### src/hw/rtl/avg_pkg.sv
`default_nettype none
package avg_pkg;

	localparam int unsigned VERTEX_COUNT = 9;
	localparam int unsigned QUEUE_DEPTH = 4;
	localparam logic [3:0] LAST_INDEX = 4'(VERTEX_COUNT - 1);

	typedef enum logic [1:0] {
		REG_HEAD_LENGTH   = 2'd0,
		REG_HEAD_WIDTH    = 2'd1,
		REG_SHAFT_SHORTEN = 2'd2,
		REG_MIN_LENGTH_SQ = 2'd3
	} reg_index_t;

	typedef struct packed {
		logic signed [23:0] start_x;
		logic signed [23:0] start_y;
		logic signed [23:0] end_x;
		logic signed [23:0] end_y;
		logic [15:0]        thickness;
	} segment_t;

	typedef struct packed {
		logic [3:0]         vertex_index;
		logic signed [23:0] vertex_x;
		logic signed [23:0] vertex_y;
		logic               last_vertex;
	} vertex_t;

	typedef struct packed {
		logic [11:0] head_length_ratio;
		logic [11:0] head_width_ratio;
		logic [8:0]  shaft_shorten_ratio;
		logic [15:0] min_length_squared;
	} cfg_t;

	// line as queued between classifier and engine
	typedef struct packed {
		segment_t    seg;
		logic [23:0] adx;
		logic [23:0] ady;
		logic        neg_x;
		logic        neg_y;
		logic [48:0] l2;
	} job_t;

	localparam cfg_t CFG_RESET = '{
		head_length_ratio:   12'd1536,
		head_width_ratio:    12'd896,
		shaft_shorten_ratio: 9'd179,
		min_length_squared:  16'd1
	};

	function automatic logic signed [23:0] sat_coord(input logic signed [27:0] v);
		logic signed [23:0] r;
		if (v > 28'sh07FFFFF) begin
			r = 24'sh7FFFFF;
		end else if (v < -28'sh0800000) begin
			r = -24'sh800000;
		end else begin
			r = v[23:0];
		end
		return r;
	endfunction

endpackage
`default_nettype wire

### src/hw/rtl/avg_front.sv
`default_nettype none
module avg_front (
	input  wire logic             clk,
	input  wire logic             arst_n,
	input  wire logic             accept,
	input  wire avg_pkg::segment_t seg,
	input  wire logic [15:0]      min_length_squared,
	output logic                  push,
	output avg_pkg::job_t         job,
	output logic [1:0]            pending
);

	logic              v_s1, v_s2;
	avg_pkg::segment_t seg_s1, seg_s2;
	logic [23:0]       adx_s1, ady_s1, adx_s2, ady_s2;
	logic              negx_s1, negy_s1, negx_s2, negy_s2;
	logic [47:0]       sqx_s2, sqy_s2;
	logic [24:0]       dx, dy, ndx, ndy;
	logic [48:0]       l2;

	assign dx  = {seg.end_x[23], seg.end_x} - {seg.start_x[23], seg.start_x};
	assign dy  = {seg.end_y[23], seg.end_y} - {seg.start_y[23], seg.start_y};
	assign ndx = -dx;
	assign ndy = -dy;

	always_ff @(posedge clk or negedge arst_n) begin
		if (!arst_n) begin
			v_s1 <= 1'b0;
			v_s2 <= 1'b0;
		end else begin
			v_s1 <= accept;
			v_s2 <= v_s1;
		end
	end

	always_ff @(posedge clk) begin
		if (accept) begin
			seg_s1  <= seg;
			negx_s1 <= dx[24];
			negy_s1 <= dy[24];
			adx_s1  <= dx[24] ? ndx[23:0] : dx[23:0];
			ady_s1  <= dy[24] ? ndy[23:0] : dy[23:0];
		end
		if (v_s1) begin
			seg_s2  <= seg_s1;
			negx_s2 <= negx_s1;
			negy_s2 <= negy_s1;
			adx_s2  <= adx_s1;
			ady_s2  <= ady_s1;
			sqx_s2  <= adx_s1 * adx_s1;
			sqy_s2  <= ady_s1 * ady_s1;
		end
	end

	// drop zero-length and short lines here
	assign l2   = {1'b0, sqx_s2} + {1'b0, sqy_s2};
	assign push = v_s2 && (l2 != 49'd0) && (l2 >= {33'd0, min_length_squared});

	assign job = '{seg: seg_s2, adx: adx_s2, ady: ady_s2, neg_x: negx_s2,
		neg_y: negy_s2, l2: l2};

	assign pending = 2'({1'b0, v_s1} + {1'b0, v_s2});

endmodule
`default_nettype wire

### config.mk
export PLATFORM = sky130hd
export DESIGN_NAME = avg_front
export DESIGN_NICKNAME = d
export VERILOG_FILES = /design/src/hw/rtl/avg_pkg.sv /design/src/hw/rtl/avg_front.sv
export SDC_FILE = /design/constraint.sdc
export NUM_CORES = 2
export LEC_CHECK = 0
export ABC_AREA = 0
export BUFFER_PORTS_ARGS = -buffer_cell sky130_fd_sc_hd__buf_2
export CAP_MARGIN = 10
export CORE_MARGIN = 2
export CORE_UTILIZATION = 50
export DETAILED_ROUTE_END_ITERATION = 7
export PLACE_DENSITY = 0.75
export SLEW_MARGIN = 20
export SYNTH_ARGS = -nofsm -noshare
export SYNTH_HDL_FRONTEND = slang
export SYNTH_SLANG_ARGS = --single-unit
### constraint.sdc
create_clock -name clk -period 14.21 [get_ports clk]
set_clock_uncertainty 0.05 [all_clocks]
set_input_delay 1.421 -clock clk [delete_from_list [all_inputs] [get_ports clk]]
set_output_delay 1.421 -clock clk [all_outputs]
set_load 0.02 [all_outputs]
# [Word level (Yosys, flattened, before mapping)]
# Index checks and enable logic that the tools add are counted.
[op_classes] mux=2 n_reduce_logical=3 magnitude_cmp=1 n_mul=2 n_addsub=6
[ops] op="$mul A24 B24 Y48" count=2
[ops] op="$sub A24 B24 Y25" count=2
[ops] op="$add A48 B48 Y49" count=1
[ops] op="$ge A49 B16 Y1" count=1
[ops] op="$reduce_bool A49 Y1" count=1
[ops] op="$mux W24" count=2
[ops] op="$neg A24 Y24" count=2
[ops] op="$add A1 B1 Y2" count=1
[ops] op="$logic_and A1 B1 Y1" count=2
[totals] regBits=422 input_bits=131

# [Logic depth before layout (Yosys ltp)]
[depth] word_depth=4 depth_mapped=29 depth_no_buf=28

# [Least setup slack after synthesis]
# Ideal clock, no wire load.
[synth_path] path_kind="reg2out" startpoint="register v_s1" endpoint="output port pending[0]" stages_incl_launch_ff=2 path_buffers=0 arrival_ns=6.422 slack_ns=6.317 path_cell_list="dfrtp_1 -> ha_1"
[synth_between] elab_chain_cells=1
[synth_lines] element="from (decl)" line="avg_front.sv:13" text="logic v_s1, v_s2;"
[synth_lines] element="from (signal assigned)" line="avg_front.sv:31" text="v_s1 <= accept;"
[synth_lines] element="$add A1 B1 Y2" line="avg_front.sv:62" text="assign pending = 2'({1'b0, v_s1} + {1'b0, v_s2});"
[synth_lines] element="to (decl)" line="avg_front.sv:10" text="output logic [1:0] pending"
# Every way passes these cells.

# [Worst setup path in the final report]
[layout_path] startpoint="register ady_s1[4]" endpoint="register sqy_s2[45] (data pin)"
[layout_between] elab_chain_cells=1
[layout_lines] element="from (decl)" line="avg_front.sv:15" text="logic [23:0] adx_s1, ady_s1, adx_s2, ady_s2;"
[layout_lines] element="from (signal assigned)" line="avg_front.sv:42" text="ady_s1 <= dy[24] ? ndy[23:0] : dy[23:0];"
[layout_lines] element="$mul A24 B24 Y48" line="avg_front.sv:51" text="sqy_s2 <= ady_s1 * ady_s1;"
[layout_lines] element="to (signal assigned)" line="avg_front.sv:51"
[layout_lines] element="to (decl)" line="avg_front.sv:17" text="logic [47:0] sqx_s2, sqy_s2;"
# Every way passes these cells.
# A chain may end at the register's enable or synchronous reset.

==> results.sh <==
export IMPL_synth_distinct_cells=91
export IMPL_drtAntennaViolNets=0
export IMPL_grt_pass1_wl_um=193000
export IMPL_wl_um=116000
export IMPL_dieArea_um2=106000
export IMPL_dieHeight_um=326
export IMPL_crit_fanout=25
export IMPL_hp_class="register to register"
export IMPL_diodes=0
export IMPL_fmaxAchievable_mhz=113
export IMPL_crit_path_start_kind="register"
export IMPL_path_buf_inv=7
export IMPL_final_hold_viol_count=0
export IMPL_clockBufferDepth=3
export IMPL_chipWidth_um=326
export IMPL_postSynthAreaPerCell_um2=10.3
export IMPL_maxSlewHeadroom_pct=11.6
export IMPL_worstHoldStart="seg_s1[1]$_DFFE_PP_"
export IMPL_fp_row_count=117
export IMPL_postCtsResizedCells=0
export IMPL_tightest_slew_ns=1.31
export IMPL_synthesis_nets=6452
export IMPL_cap_violations=0
export IMPL_setup_violations=0
export IMPL_r2r_start="ady_s1[4]$_DFFE_PP_"
export IMPL_cpLargestDelayFamily="adder cells"
export IMPL_antenna_found_initial=4
export IMPL_pre_cts_ws_ns=5.45
export IMPL_slowest_delay_ns=1.08
export IMPL_fp_coreArea_um2=102000
export IMPL_hold_depth=0
export IMPL_rrSetupSlack_ns=5.38
export IMPL_layout_min_cycle_time_ns=8.83
export IMPL_setup_tns_ns=0
export IMPL_placedCellCount=6625
export IMPL_synth_warnings=0
export IMPL_fill_cells=8694
export IMPL_clk_pin_slew_ns=0.07
export IMPL_post_cts_buffers=0
export IMPL_viasPerCell=5.24
export IMPL_first_pass_iters=6
export IMPL_multi_input_area_um2=33800
export IMPL_cts_sinks=418
export IMPL_ff2ff_path_depth=25
export IMPL_fin_cells=6720
export IMPL_syn_inst=5005
export IMPL_worstSetupEndpointType="register"
export IMPL_fin_crit_sh_pct=62.1
export IMPL_drive_above_1_share_pct=9.60
export IMPL_cts_root_buf="clkbuf_16"
export IMPL_arrival_ns=9.19
export IMPL_yosys_area_top_type_share_pct=32.8
export IMPL_syn_to_final_growth_pct=9.89
export IMPL_layout_common_cells="1300 x inv_1, 846 x fa_1, 470 x ha_1"
export IMPL_track_usage_pct=22.7
export IMPL_numCtsBuffers=50
export IMPL_grt_pass1_vias=38175
export IMPL_yosysSeqAreaShare_pct=24.3
export IMPL_cts_hold_buf=0
export IMPL_drtIter0Drc=2428
export IMPL_cp_slowest_cell="edfxtp_1"
export IMPL_grt_max_degree=135
export IMPL_syn_area_um2=51700
export IMPL_ys_seq_elements=418
export IMPL_path_class="register to register"
export IMPL_synth_top_area_cell="fa_1"
export IMPL_grt_ovfl_total=0
export IMPL_post_dp_hpwl_um=93200
export IMPL_finalWorstSetupSlack_ns=5.38
export IMPL_io_pins=345
export IMPL_seq_area_um2=12500
export IMPL_synth_edf_count=416
export IMPL_rsz0062_at_grt="no"
export IMPL_place_congestion=0.985
export IMPL_num_vias=35191
export IMPL_start_util_pct=50.6
export IMPL_insertion_delay_ns=0.66
export IMPL_finalMaxSlewViolations=0
export IMPL_crit_required_ns=14.58
export IMPL_synth_ff_type="edfxtp_1"
export IMPL_htreeDepth=2
export IMPL_async_flop_share_pct=0.478
export IMPL_cts_tree="yes"
export IMPL_status="finished, final reports clean"
export IMPL_drc=0
export IMPL_netlist_top_cells_area="fa_1 33%, edfxtp_1 24%, ha_1 11%"
export IMPL_wl_per_cell_um=17.3
export IMPL_r2r_end="sqy_s2[45]$_DFFE_PP_"
export IMPL_portBuffers=344
export IMPL_whs_endpoint="job[100]$_DFFE_PP_"
export IMPL_final_common_cell="inv_1"
export IMPL_nets=6760
## cells by family after synthesis
| kind of cell | count (synthesis) | synth area share (%) |
|---|---|---|
| xor gates and xnor gates | 222 | 3.76 |
| adders and majority gates | 1316 | 44.1 |
| DFF | 418 | 24.3 |
| buffers and inverters | 1426 | 10.4 |
| muxes | 13 | 0.259 |
| and+or+nand+nor | 1033 | 9.82 |
| AOI/OAI and AO/OA | 577 | 7.38 |
## stage by stage
| stage | hold WS [ns] | util (%) | area, um^2 |
|---|---|---|---|
| 3_3_place_gp | 0.351 | 53.7 | 54900 |
| 5_1_grt | 0.355 | 55.6 | 56800 |
| 4_1_cts | 0.347 | 55.5 | 56700 |
| 3_5_place_dp | 0.355 | 53.8 | 54900 |
| 6_report | 0.350 | 55.6 | 56800 |
| 2_1_floorplan | 0.350 | - | 51700 |
## registers in the layout (all words and copies together) (netlist names), 24 cells and up
signal  flops
ady_s1     24
adx_s1     24
sqx_s2     46
sqy_s2     46
job       112
adx_s2     24
seg_s1    112
ady_s2     24
## worst reg2reg max path: cells and delay by family, from the launching register on
family / cells / cell delay (ns)
simple gates: 6 / 1.58
compound gates: 3 / 1.50
xor+xnor: 1 / 0.12
flops: 1 / 1.08
buf+inv: 7 / 0.39
fa+ha+maj: 8 / 3.86
## synth_stat cells (19+ instances only)
library cell,count
nor3_1,24
fa_1,846
o21ai_0,86
nand2_1,430
a21o_1,95
clkbuf_1,118
o21a_1,28
inv_1,1300
xnor2_1,145
and3_1,20
and2_1,233
nor2_1,141
ha_1,470
nor2b_1,31
nand2b_1,24
nand4_1,21
a211oi_1,19
edfxtp_1,416
xor2_1,77
o31ai_1,21
a21oi_1,186
nand3_1,33
a31oi_1,25
## worst max-delay path by stage
stage                              startpoint                    to  slack (ns)  depth (start not counted)
after floorplan                v_s1$_DFF_PN0_            pending[0]        6.32                          1
after global placement    ady_s1[2]$_DFFE_PP_  sqy_s2[45]$_DFFE_PP_        5.55                         24
after detailed placement  ady_s1[5]$_DFFE_PP_  sqy_s2[45]$_DFFE_PP_        5.45                         24
after CTS                 ady_s1[5]$_DFFE_PP_  sqy_s2[45]$_DFFE_PP_        5.44                         24
after global routing      ady_s1[2]$_DFFE_PP_  sqy_s2[45]$_DFFE_PP_        4.84                         24
final                     ady_s1[4]$_DFFE_PP_  sqy_s2[45]$_DFFE_PP_        5.38                         25
## final cells by class
type,count,share of cell area (%)
Sequential cell,418,22.1
Inverter,1300,8.59
Tap cell,1368,3.01
Clock inverter,38,0.947
Timing Repair Buffer,382,3.69
Multi-Input combinational cell,3161,59.5
Clock buffer,53,2.22
## routing by layer
layer,up-vias,track usage [%],part of all wire (%)
met5,-,0,0
met4,0,5.74,2.2
met3,175,4.23,7.3
met2,1052,39.3,50
met1,17693,29.3,41
li1,16271,-,-
Power is left out: the tool's default activity adds up to more than one toggle a clock period on the data nets, which glitch-free logic cannot reach.
